[src/rtl/cpf_pkg.sv]
// Shared types and constants for the collision pair filter.
`timescale 1ns / 1ps
package cpf_pkg;

   // Item kinds
   localparam logic [1:0] KIND_CHECK  = 2'd0;
   localparam logic [1:0] KIND_ADD    = 2'd1;
   localparam logic [1:0] KIND_REMOVE = 2'd2;

   localparam logic [14:0] CULL_RESET = 15'd50;

   typedef struct packed {
      logic [1:0]         kind;
      logic [7:0]         type_a;
      logic [7:0]         type_b;
      logic               colliders_ok;
      logic signed [15:0] a_pos_x;
      logic signed [15:0] a_pos_y;
      logic signed [15:0] b_pos_x;
      logic signed [15:0] b_pos_y;
      logic [63:0]        a_rect;
      logic [63:0]        b_rect;
   } cpf_req_type;

   typedef struct packed {
      logic       collide;
      logic       table_full;
      logic [4:0] pair_count;
   } cpf_rsp_type;

   // Classified item handed from the front end to the table walker
   typedef struct packed {
      logic [1:0] kind;
      logic [7:0] type_a;
      logic [7:0] type_b;
      logic       geom_hit;
   } cpf_work_type;

   typedef enum logic [1:0] {
      BK_IDLE,
      BK_WALK,
      BK_APPLY
   } cpf_back_state_type;

endpackage

[src/rtl/collision_pair_filter_aabb.sv]
// Top level of the collision pair filter with rectangle overlap test.
`timescale 1ns / 1ps
// Each item gives exactly one result, shown for one cycle on rsp_valid; the
// receiver cannot stall it. An item is taken when start is high and busy is
// low. The front end resolves the distance and overlap tests combinationally
// from its stage register and hands the item through a two-entry queue to the
// table walker, which reads the pair table through its single memory read
// port one slot per cycle; the front end and the queue can take new items
// while the walker is still busy with an earlier one. Reset empties the table at
// once through its valid bits; no clearing pass follows. cull_distance is
// written through the csr_ port, which is always ready.
module collision_pair_filter_aabb #(
   parameter int MAX_PAIRS = 16,
   parameter int TYPE_BITS = 8
) (
   input  logic                 clock,
   input  logic                 reset,
   input  logic                 start,
   output logic                 busy,
   input  cpf_pkg::cpf_req_type req_item,
   output logic                 rsp_valid,
   output cpf_pkg::cpf_rsp_type rsp_item,
   input  logic                 csr_valid,
   output logic                 csr_ready,
   input  logic [14:0]          csr_data
);
   import cpf_pkg::*;

   logic [14:0]  cull_ff, cull_in;
   logic         q_full, q_empty, q_push, q_pop;
   cpf_work_type q_in_data, q_out_data;

   assign csr_ready = 1'b1;

   always_comb begin
      cull_in = cull_ff;
      if (csr_valid && csr_ready) begin
         cull_in = csr_data;
      end
   end

   always_ff @(posedge clock) begin
      if (reset) begin
         cull_ff <= CULL_RESET;
      end else begin
         cull_ff <= cull_in;
      end
   end

   cpf_front u_front (
      .clock         (clock),
      .reset         (reset),
      .start         (start),
      .busy          (busy),
      .req_item      (req_item),
      .cull_distance (cull_ff),
      .q_full        (q_full),
      .q_push        (q_push),
      .q_data        (q_in_data)
   );

   cpf_queue u_queue (
      .clock     (clock),
      .reset     (reset),
      .push      (q_push),
      .push_data (q_in_data),
      .full      (q_full),
      .pop       (q_pop),
      .pop_data  (q_out_data),
      .empty     (q_empty)
   );

   cpf_back #(
      .MAX_PAIRS (MAX_PAIRS),
      .TYPE_BITS (TYPE_BITS)
   ) u_back (
      .clock     (clock),
      .reset     (reset),
      .q_empty   (q_empty),
      .q_data    (q_out_data),
      .q_pop     (q_pop),
      .rsp_valid (rsp_valid),
      .rsp_item  (rsp_item)
   );

endmodule

[src/rtl/cpf_front.sv]
// Front end: takes items and resolves the distance and rectangle overlap tests.
`timescale 1ns / 1ps
module cpf_front (
   input  logic                 clock,
   input  logic                 reset,
   input  logic                 start,
   output logic                 busy,
   input  cpf_pkg::cpf_req_type req_item,
   input  logic [14:0]          cull_distance,
   input  logic                 q_full,
   output logic                 q_push,
   output cpf_pkg::cpf_work_type q_data
);
   import cpf_pkg::*;

   cpf_req_type stage_ff, stage_in;
   logic        stage_vld_ff, stage_vld_in;
   logic        accept;

   logic signed [16:0] al, ar, at, ab, bl, br, bt, bb;
   logic signed [16:0] dx, dy;
   logic signed [17:0] dx_w, dy_w, lim, lim_neg;
   logic               far_x, far_y, overlap;

   assign q_push = stage_vld_ff && !q_full;
   assign busy   = stage_vld_ff && q_full;
   assign accept = start && !busy;

   always_comb begin
      stage_in     = stage_ff;
      stage_vld_in = stage_vld_ff;
      if (accept) begin
         stage_in     = req_item;
         stage_vld_in = 1'b1;
      end else if (q_push) begin
         stage_vld_in = 1'b0;
      end
   end

   always_ff @(posedge clock) begin
      if (reset) begin
         stage_vld_ff <= 1'b0;
      end else begin
         stage_vld_ff <= stage_vld_in;
      end
   end

   always_ff @(posedge clock) begin
      stage_ff <= stage_in;
   end

   // Rectangle edges at 17 bits so right and bottom never wrap
   always_comb begin
      al = $signed({stage_ff.a_rect[63], stage_ff.a_rect[63:48]});
      at = $signed({stage_ff.a_rect[47], stage_ff.a_rect[47:32]});
      ar = al + $signed({stage_ff.a_rect[31], stage_ff.a_rect[31:16]});
      ab = at + $signed({stage_ff.a_rect[15], stage_ff.a_rect[15:0]});
      bl = $signed({stage_ff.b_rect[63], stage_ff.b_rect[63:48]});
      bt = $signed({stage_ff.b_rect[47], stage_ff.b_rect[47:32]});
      br = bl + $signed({stage_ff.b_rect[31], stage_ff.b_rect[31:16]});
      bb = bt + $signed({stage_ff.b_rect[15], stage_ff.b_rect[15:0]});
      overlap = !((al > br) || (ar < bl) || (at > bb) || (ab < bt));

      dx      = $signed({stage_ff.a_pos_x[15], stage_ff.a_pos_x})
              - $signed({stage_ff.b_pos_x[15], stage_ff.b_pos_x});
      dy      = $signed({stage_ff.a_pos_y[15], stage_ff.a_pos_y})
              - $signed({stage_ff.b_pos_y[15], stage_ff.b_pos_y});
      dx_w    = $signed({dx[16], dx});
      dy_w    = $signed({dy[16], dy});
      lim     = $signed({3'b000, cull_distance});
      lim_neg = -lim;
      far_x   = (dx_w > lim) || (dx_w < lim_neg);
      far_y   = (dy_w > lim) || (dy_w < lim_neg);
   end

   always_comb begin
      q_data.kind     = stage_ff.kind;
      q_data.type_a   = stage_ff.type_a;
      q_data.type_b   = stage_ff.type_b;
      q_data.geom_hit = stage_ff.colliders_ok && !(far_x && far_y) && overlap;
   end

endmodule

[src/rtl/cpf_queue.sv]
// Two-entry queue between the front end and the table walker.
`timescale 1ns / 1ps
module cpf_queue (
   input  logic                  clock,
   input  logic                  reset,
   input  logic                  push,
   input  cpf_pkg::cpf_work_type push_data,
   output logic                  full,
   input  logic                  pop,
   output cpf_pkg::cpf_work_type pop_data,
   output logic                  empty
);
   import cpf_pkg::*;

   cpf_work_type entry_ff [2];
   logic         wr_ptr_ff, wr_ptr_in;
   logic         rd_ptr_ff, rd_ptr_in;
   logic [1:0]   fill_ff, fill_in;

   assign full     = (fill_ff == 2'd2);
   assign empty    = (fill_ff == 2'd0);
   assign pop_data = entry_ff[rd_ptr_ff];

   always_comb begin
      wr_ptr_in = wr_ptr_ff;
      rd_ptr_in = rd_ptr_ff;
      fill_in   = fill_ff;
      if (push) begin
         wr_ptr_in = !wr_ptr_ff;
      end
      if (pop) begin
         rd_ptr_in = !rd_ptr_ff;
      end
      if (push && !pop) begin
         fill_in = fill_ff + 2'd1;
      end else if (pop && !push) begin
         fill_in = fill_ff - 2'd1;
      end
   end

   always_ff @(posedge clock) begin
      if (reset) begin
         wr_ptr_ff <= 1'b0;
         rd_ptr_ff <= 1'b0;
         fill_ff   <= 2'd0;
      end else begin
         wr_ptr_ff <= wr_ptr_in;
         rd_ptr_ff <= rd_ptr_in;
         fill_ff   <= fill_in;
      end
   end

   always_ff @(posedge clock) begin
      if (push) begin
         entry_ff[wr_ptr_ff] <= push_data;
      end
   end

endmodule

[src/rtl/cpf_back.sv]
// Table walker: searches the pair table a slot per cycle and applies each item.
`timescale 1ns / 1ps
module cpf_back #(
   parameter int MAX_PAIRS = 16,
   parameter int TYPE_BITS = 8
) (
   input  logic                  clock,
   input  logic                  reset,
   input  logic                  q_empty,
   input  cpf_pkg::cpf_work_type q_data,
   output logic                  q_pop,
   output logic                  rsp_valid,
   output cpf_pkg::cpf_rsp_type  rsp_item
);
   import cpf_pkg::*;

   localparam int IDX_W = (MAX_PAIRS > 1) ? $clog2(MAX_PAIRS) : 1;
   localparam int CNT_W = $clog2(MAX_PAIRS + 1);
   localparam logic [IDX_W:0]   WALK_END = MAX_PAIRS[IDX_W:0];
   localparam logic [IDX_W-1:0] LAST_IDX = IDX_W'(MAX_PAIRS - 1);

   cpf_back_state_type state_ff, state_in;
   cpf_work_type       work_ff, work_in;
   logic [IDX_W:0]     idx_ff, idx_in;
   logic               cmp_vld_ff;
   logic [IDX_W-1:0]   cmp_idx_ff;
   logic [TYPE_BITS-1:0] rd_first_ff, rd_second_ff;
   logic               rd_valid_ff;
   logic               hit_ff, hit_in;
   logic [IDX_W-1:0]   hit_idx_ff, hit_idx_in;
   logic               free_ff, free_in;
   logic [IDX_W-1:0]   free_idx_ff, free_idx_in;
   logic [MAX_PAIRS-1:0] valid_ff, valid_in;
   logic [CNT_W-1:0]   count_ff, count_in;
   logic [CNT_W+4:0]   count_ext;
   cpf_rsp_type        rsp_ff, rsp_in;
   logic               rsp_vld_ff, rsp_vld_in;

   logic [TYPE_BITS-1:0] first_mem  [MAX_PAIRS];
   logic [TYPE_BITS-1:0] second_mem [MAX_PAIRS];
   logic                 wr_en;
   logic [IDX_W-1:0]     wr_idx;

   logic [TYPE_BITS+7:0] ext_a, ext_b;
   logic [TYPE_BITS-1:0] key_a, key_b;
   logic                 issue, match;

   assign rsp_valid = rsp_vld_ff;
   assign rsp_item  = rsp_ff;

   // Only the low TYPE_BITS bits of a type take part
   assign ext_a = {{TYPE_BITS{1'b0}}, work_ff.type_a};
   assign ext_b = {{TYPE_BITS{1'b0}}, work_ff.type_b};
   assign key_a = ext_a[TYPE_BITS-1:0];
   assign key_b = ext_b[TYPE_BITS-1:0];

   assign issue = (state_ff == BK_WALK) && (idx_ff != WALK_END);
   assign match = rd_valid_ff &&
                  (((rd_first_ff == key_a) && (rd_second_ff == key_b)) ||
                   ((rd_first_ff == key_b) && (rd_second_ff == key_a)));

   always_comb begin
      state_in    = state_ff;
      work_in     = work_ff;
      idx_in      = idx_ff;
      hit_in      = hit_ff;
      hit_idx_in  = hit_idx_ff;
      free_in     = free_ff;
      free_idx_in = free_idx_ff;
      valid_in    = valid_ff;
      count_in    = count_ff;
      rsp_in      = rsp_ff;
      rsp_vld_in  = 1'b0;
      q_pop       = 1'b0;
      wr_en       = 1'b0;
      wr_idx      = free_idx_ff;
      count_ext   = '0;

      unique case (state_ff)
         BK_IDLE: begin
            if (!q_empty) begin
               q_pop    = 1'b1;
               work_in  = q_data;
               idx_in   = '0;
               hit_in   = 1'b0;
               free_in  = 1'b0;
               state_in = BK_WALK;
            end
         end
         BK_WALK: begin
            if (issue) begin
               idx_in = idx_ff + 1'b1;
            end
            if (cmp_vld_ff) begin
               // Keep the first matching slot and the lowest free slot
               if (match && !hit_ff) begin
                  hit_in     = 1'b1;
                  hit_idx_in = cmp_idx_ff;
               end
               if (!rd_valid_ff && !free_ff) begin
                  free_in     = 1'b1;
                  free_idx_in = cmp_idx_ff;
               end
               if (cmp_idx_ff == LAST_IDX) begin
                  state_in = BK_APPLY;
               end
            end
         end
         BK_APPLY: begin
            rsp_in.collide    = 1'b0;
            rsp_in.table_full = 1'b0;
            unique case (work_ff.kind)
               KIND_CHECK: begin
                  rsp_in.collide = work_ff.geom_hit && hit_ff;
               end
               KIND_ADD: begin
                  if (!hit_ff) begin
                     if (free_ff) begin
                        wr_en                 = 1'b1;
                        valid_in[free_idx_ff] = 1'b1;
                        count_in              = count_ff + 1'b1;
                     end else begin
                        rsp_in.table_full = 1'b1;
                     end
                  end
               end
               KIND_REMOVE: begin
                  if (hit_ff) begin
                     valid_in[hit_idx_ff] = 1'b0;
                     count_in             = count_ff - 1'b1;
                  end
               end
               default: begin
                  // unused kind: report the count, change nothing
               end
            endcase
            count_ext         = {5'b00000, count_in};
            rsp_in.pair_count = count_ext[4:0];
            rsp_vld_in        = 1'b1;
            state_in          = BK_IDLE;
         end
         default: begin
            state_in = BK_IDLE;
         end
      endcase
   end

   always_ff @(posedge clock) begin
      if (reset) begin
         state_ff   <= BK_IDLE;
         idx_ff     <= '0;
         cmp_vld_ff <= 1'b0;
         hit_ff     <= 1'b0;
         free_ff    <= 1'b0;
         valid_ff   <= '0;
         count_ff   <= '0;
         rsp_vld_ff <= 1'b0;
      end else begin
         state_ff   <= state_in;
         idx_ff     <= idx_in;
         cmp_vld_ff <= issue;
         hit_ff     <= hit_in;
         free_ff    <= free_in;
         valid_ff   <= valid_in;
         count_ff   <= count_in;
         rsp_vld_ff <= rsp_vld_in;
      end
   end

   always_ff @(posedge clock) begin
      work_ff     <= work_in;
      hit_idx_ff  <= hit_idx_in;
      free_idx_ff <= free_idx_in;
      rsp_ff      <= rsp_in;
      cmp_idx_ff  <= idx_ff[IDX_W-1:0];
      rd_valid_ff <= valid_ff[idx_ff[IDX_W-1:0]];
   end

   // Pair table memory: one write port, one registered read port
   always_ff @(posedge clock) begin
      if (wr_en) begin
         first_mem[wr_idx]  <= key_a;
         second_mem[wr_idx] <= key_b;
      end
      rd_first_ff  <= first_mem[idx_ff[IDX_W-1:0]];
      rd_second_ff <= second_mem[idx_ff[IDX_W-1:0]];
   end

endmodule

[config.mk]
export PLATFORM = sky130hd
export DESIGN_NAME = collision_pair_filter_aabb
export DESIGN_NICKNAME = d
export VERILOG_FILES = /design/src/rtl/cpf_pkg.sv /design/src/rtl/collision_pair_filter_aabb.sv /design/src/rtl/cpf_front.sv /design/src/rtl/cpf_queue.sv /design/src/rtl/cpf_back.sv
export SDC_FILE = /design/constraint.sdc
export NUM_CORES = 1
export LEC_CHECK = 0
export ABC_AREA = 0
export ABC_CLOCK_PERIOD_IN_PS = 24100
export BUFFER_PORTS_ARGS = -buffer_cell sky130_fd_sc_hd__clkbuf_2
export CORE_UTILIZATION = 57
export DETAILED_ROUTE_END_ITERATION = 16
export HOLD_SLACK_MARGIN = 0.12
export PLACE_DENSITY = 0.75
export SYNTH_ARGS = -nofsm -noshare
export SYNTH_HDL_FRONTEND = slang
export SYNTH_SLANG_ARGS = --single-unit
export TNS_END_PERCENT = 50
[constraint.sdc]
create_clock -name clock -period 24.1 [get_ports clock]
set_clock_uncertainty 0.15 [all_clocks]
set_input_delay 4.82 -clock clock [delete_from_list [all_inputs] [get_ports clock]]
set_output_delay 4.82 -clock clock [all_outputs]
set_load 0.1 [all_outputs]
## Word-level counts from Yosys, hierarchy flattened

Memories as Yosys holds them, arrays and structs flattened. A register that Yosys moved wholly into a read port is not among the register bits.
Cells that the tools add are included.

- Register bits after elaboration: 283
- Memory bits (writable): 294
- Input port bits: 230
- Output and inout bits: 10
- Logic and storage cells: 177
- Memories kept: 3

- Add/sub/neg operators: 12
- Order comparisons: 13
- Equality and inequality tests: 20
- Mux-type cells: 44
- Bitwise operators: 5
- Reduce and logical (&&, ||, !) cells: 50

Memories:

| memory | words | width | read ports | clocked after memory_dff | write ports | RTL line | text |
|---|---|---|---|---|---|---|---|
| u_back.first_mem | 16 | 8 | 1 | 1 | 1 | cpf_back.sv:39 | `logic [TYPE_BITS-1:0] first_mem [MAX_PAIRS];` |
| u_back.second_mem | 16 | 8 | 1 | 1 | 1 | cpf_back.sv:40 | `logic [TYPE_BITS-1:0] second_mem [MAX_PAIRS];` |
| u_queue.entry_ff | 2 | 19 | 1 | 1 | 1 | cpf_queue.sv:15 | `cpf_work_type entry_ff [2];` |

Operator list:

| kind | number |
|---|---|
| adder 16 x 16 -> 17 bit | 4 |
| 2-to-1 mux 16 bit | 3 |
| less-than comparator 17 x 18 -> 1 bit | 2 |
| greater-than comparator 16 x 17 -> 1 bit | 2 |
| greater-than comparator 17 x 16 -> 1 bit | 2 |
| less-than comparator 17 x 16 -> 1 bit | 2 |
| subtractor 16 x 16 -> 17 bit | 2 |
| equality test 8 bit | 4 |
| one-hot mux 16 bit (2 select lines) | 1 |
| 2-to-1 mux 5 bit | 5 |
| 2-to-1 mux 1 bit | 22 |
| one-hot mux 5 bit (2 select lines) | 2 |
| negation 15 -> 18 bit | 1 |
| logical AND 1 bit | 17 |
| AND 16 bit | 1 |
| NOT 16 bit | 1 |
| bitwise OR 16 bit | 1 |
| less-than comparator 4 x 5 -> 1 bit (second input constant) | 3 |
| AND reduction 3 bit | 4 |
| logical NOT 1 bit | 11 |
| adder 5 x 1 -> 5 bit (second input constant) | 2 |
| 2-to-1 mux 2 bit | 5 |
| inequality test 2 bit (second input constant) | 5 |
| demux 1 bit (select 4 bit) | 2 |
| other kinds (20) | 40 |

## Logic depth before layout (Yosys ltp)

- Depth in word-level cells: 8
- Mapped depth: 22
- Mapped depth without buffers: 22

## By module

A second synthesis with hierarchy kept.

- Cell total of the unflattened synthesis: 2075
- Area total of the unflattened synthesis: 29676.0 sq um

Modules (own cells, without submodules):

| module | times used | cells an instance | area each (sq um) | seq. area each (sq um) |
|---|---|---|---|---|
| cpf_front | 1 | 1237 | 13925.9 | 6356.1 |
| cpf_back | 1 | 707 | 13613.1 | 9769.4 |
| cpf_queue | 1 | 81 | 1579.0 | 1241.2 |
| collision_pair_filter_aabb | 1 | 50 | 558.0 | 300.3 |

## Least setup slack after synthesis

Ideal clock, no wire load.

- Path type: input -> register
- Start: in start
- End: reg u_front.stage_ff (netlist bit u_front.al[0]), enable pin
- Setup time: 806 ps
- Data arrival time: 13913 ps
- Required time: 23144 ps
- Slack: 9231 ps
- Stages on the path: 1
- Buffers on the path: 0
- Cell sequence: nor2b_1

- Word-level cells in the longest chain between the ends: 1

RTL lines:

| what | RTL line | text |
|---|---|---|
| start: declaration | collision_pair_filter_aabb.sv:18 | `input logic start,` |
| logical AND 1 bit | cpf_front.sv:27 | `assign accept = start && !busy;` |
| end signal: assignment | cpf_front.sv:49 | `stage_ff <= stage_in;` |
| end: declaration | cpf_front.sv:16 | `cpf_req_type stage_ff, stage_in;` |

Every way passes these cells.
A chain may end at the register's enable or synchronous reset.

## Worst setup path in the final report

- Start: reg u_queue.fill_ff[0]
- End: out busy

- Word-level cells in the longest chain between the ends: 2

RTL lines:

| what | RTL line | text |
|---|---|---|
| start: declaration | cpf_queue.sv:18 | `logic [1:0] fill_ff, fill_in;` |
| start signal: assignment | cpf_queue.sv:49 | `fill_ff <= fill_in;` |
| equality test 2 bit | cpf_queue.sv:20 | `assign full = (fill_ff == 2'd2);` |
| logical AND 1 bit | cpf_front.sv:26 | `assign busy = stage_vld_ff && q_full;` |
| end: declaration | collision_pair_filter_aabb.sv:19 | `output logic busy,` |

Every way passes these cells.

==> impl_metrics.toml <==
[timing]
finalHoldViolations = 0
fin_crit_ps = 6900
setup_violations = 0
rsz0062_at_grt = "false"
fin_crit_sh_pct = 28.6
worst_pin_slew_ps = 1230
finalWorstSetupSlack_ps = 17200
fin_setup_tns_ps = 0
maxSlewHeadroom_pct = 18.2
maxSlewViolCount = 0
fmax_mhz = 145

[synthesis]
syn_nets = 2526
avgSynthCellArea_sq_um = 14.2
synthFlopType = "edfxtp_1"
ys_warn_count = 0
async_flop_share_pct = 0
synth-seq-area-share_pct = 60.7
synth_cell_types = 73
syn_area_sq_mm = 0.0291
synth_edf_count = 539
synth_seq_cells = 612
synthCells = 2055

[pwr]
p_int_mw = 2.06
pwr-share-seq_pct = 47.9
switchingPower_mw = 0.782
p_clk_share_pct = 32.6
switching_share_pct = 27.5
irDropWorstVdd_uv = 61.2
leakage_nw = 12.5
power_frac_comb_pct = 19.5
power_density_mw_per_mm2 = 85.9
power.total_mw = 2.84

[global_routing]
grt_usage_pct = 23.7
grt_overflow_total = 0
grt_max_degree = 90
first_global_vias = 17900
antenna_found_initial = 6
grt_pass1_wl_um = 95800

[critical_path]
slowest_stage = "clkbuf_2"
cp.required_ps = 19130
path_class = "reg2out"
crit_path_end_kind = "primary output"
ff2ff_setup_slack_ps = 18410
worstPathArrival_ps = 1930
reg2reg_depth = 20
cp-start-kind = "flop"
cpPeakStageDelay_ps = 520
reg2reg_from = "u_front.bt[0]"
reg2reg_to = "u_queue.entry_ff[1][0]"
critPathBufInv = 1
crit_fanout = 4
cp_top_family = "buffers and inverters"
cp_cell_sequence = "nand2b_1 -> nor2_1 -> clkbuf_2"

[hold_path]
hold_path.class = "reg2reg"
holdPathEnd = "u_queue.entry_ff[1][10]"
hold_start = "u_front.q_data[10]"
whs_path_depth = 0

[layout]
stdcell_count = 3052
drive_gt1_share_pct = 20.3
area_delta_synth_final_pct = 13.7
fillers = 3565
fin_nets = 2795

[detailed_routing]
viasPerCell = 5.80
ant_nets = 0
post_drt_wl_per_cell_um = 20.1
first_pass_iters = 5
drc = 0
wirelength_um = 61300
drtIter0Drc = 1466
vias = 17700

[cts]
cts-root-buf = "clkbuf_16"
clk_latency_ps = 630
post_cts_buffers = 0
cts_inserted_buffers = 59
post_cts_resized = 0
cts_max_level = 2
cts_sinks = 612
cts_buffer_depth = 3
cts_hold_buffers = 0
clk_pin_slew_ps = 60
tritoncts = "yes"

[run]
drv_cap = 0

[floorplanning]
coreArea_sq_mm = 0.0503
rows = 82
pin_count = 240
dieArea_sq_mm = 0.0519
start_util_pct = 57.8
fp.dieW_um = 228
die_h_um = 228

[placed_design]
gp_congestion = 0.899
port_buffers = 238
dp_hpwl_um = 42300
placedCellCount = 2935
place_worst_setup_slack_ps = 17010

[status]
status = "complete, no violations"
cell type report:
| class | count | area (sq um) | share of cell area [%] |
|---|---|---|---|
| sequential | 612 | 17700 | 53.4 |
| multi-input combinational | 1276 | 10900 | 32.9 |
| clock buffer | 78 | 1640 | 4.95 |
| timing repair buffer | 245 | 1240 | 3.76 |
| tap | 672 | 841 | 2.54 |
| inverter | 130 | 488 | 1.48 |
| clock inverter | 33 | 318 | 0.961 |
| antenna | 6 | 15.0 | 0.0454 |
placed cells by master, fill, tap and decap left out, types with 41 or more instances in the layout:
cell and n:
nor3_1 56, o21ai_0 71, mux4_2 85, nor2_1 106, ha_1 235, clkbuf_2 238
xnor2_1 89, inv_1 128, edfxtp_1 539, clkbuf_16 60, dfxtp_1 71, nand2_1 91
a21oi_1 101, nand3_1 41
how the worst max path moves through the flow:
stage	depth (start not counted)	endpoint	slack, ps	from
6_report	3	busy	17200	u_queue.fill_ff[0]
5_1_grt	3	busy	17100	u_queue.fill_ff[0]
4_1_cts	3	busy	17170	u_queue.fill_ff[0]
3_5_place_dp	4	u_front.stage_ff[30]	17010	start
3_3_place_gp	4	u_front.bl[14]	17050	start
2_1_floorplan	1	u_front.al[0]	9230	start
metal layers:
metal,up-vias,GRT usage (%),share of wire (%)
li1,8432,-,-
met1,8622,31.7,42
met2,520,39.5,49
met3,113,3.04,5.2
met4,0,9.12,3.1
met5,-,0,0
power groups by stage:
stage          Clock [mW]  Sequential [mW]  Combinational (mW)
2_1_floorplan           0             1.34               0.431
3_3_place_gp            0             1.38               0.529
3_5_place_dp            0             1.38               0.549
4_1_cts             0.939             1.36               0.556
5_1_grt             0.980             1.37               0.618
6_report            0.926             1.36               0.555
flip-flops by register name (all words and copies together) (netlist names), 15 cells and up:
signal	count
u_front.q_data	18
u_front.stage_ff	129
u_front.al	16
u_back.second_mem	128
u_queue.entry_ff	38
u_back.first_mem	128
u_front.bl	16
cull_ff	15
u_front.at	16
u_front.bt	16
u_back.valid_ff	16
worst reg2reg max path, delay by kind of cell, from the launching register on:
kind / cells / cell delay (ps)
fa+ha+maj: 3 / 1040
simple gates: 5 / 950
compound gates: 12 / 2930
flops: 1 / 390
metrics by stage:
| stage | util (%) | hold WS (ps) | cell area [sq um] |
|---|---|---|---|
| floorplan | - | 192 | 29100 |
| global placement | 61.9 | 274 | 31100 |
| detailed placement | 61.9 | 279 | 31100 |
| CTS | 65.8 | 294 | 33100 |
| global route | 65.8 | 291 | 33100 |
| finish | 65.8 | 300 | 33100 |
Yosys cell counts (18+ instances only):
cell | n | area share [%]
inv_1 | 128 | 1.7
edfxtp_1 | 539 | 56
nor2_1 | 119 | 1.5
nand2_1 | 91 | 1.2
clkbuf_1 | 27 | 0.35
nand3_1 | 41 | 0.71
nor3_1 | 60 | 1.0
xor2_1 | 33 | 0.99
o211ai_1 | 18 | 0.46
nor2b_1 | 30 | 0.65
nand2b_1 | 27 | 0.58
o21ai_0 | 71 | 1.2
mux2_2 | 20 | 0.77
dfxtp_1 | 73 | 5.0
nand4_1 | 30 | 0.65
mux4_2 | 85 | 6.6
ha_1 | 235 | 10
xnor2_1 | 89 | 2.7
a21oi_1 | 101 | 1.7
a21o_1 | 23 | 0.59
cells by family after synthesis:
family / after synthesis / share of synthesized area, %
multiplexers: 118 / 7.80
AO/OA/AOI/OAI: 337 / 7.42
adder cells (fa/ha/maj): 241 / 10.5
XOR/XNOR: 122 / 3.67
AND/OR/NAND/NOR: 457 / 7.70
other: 1 / 0.0129
flip-flops: 612 / 60.7
buffers and inverters: 167 / 2.19
(Power assumes the default switching activity.)
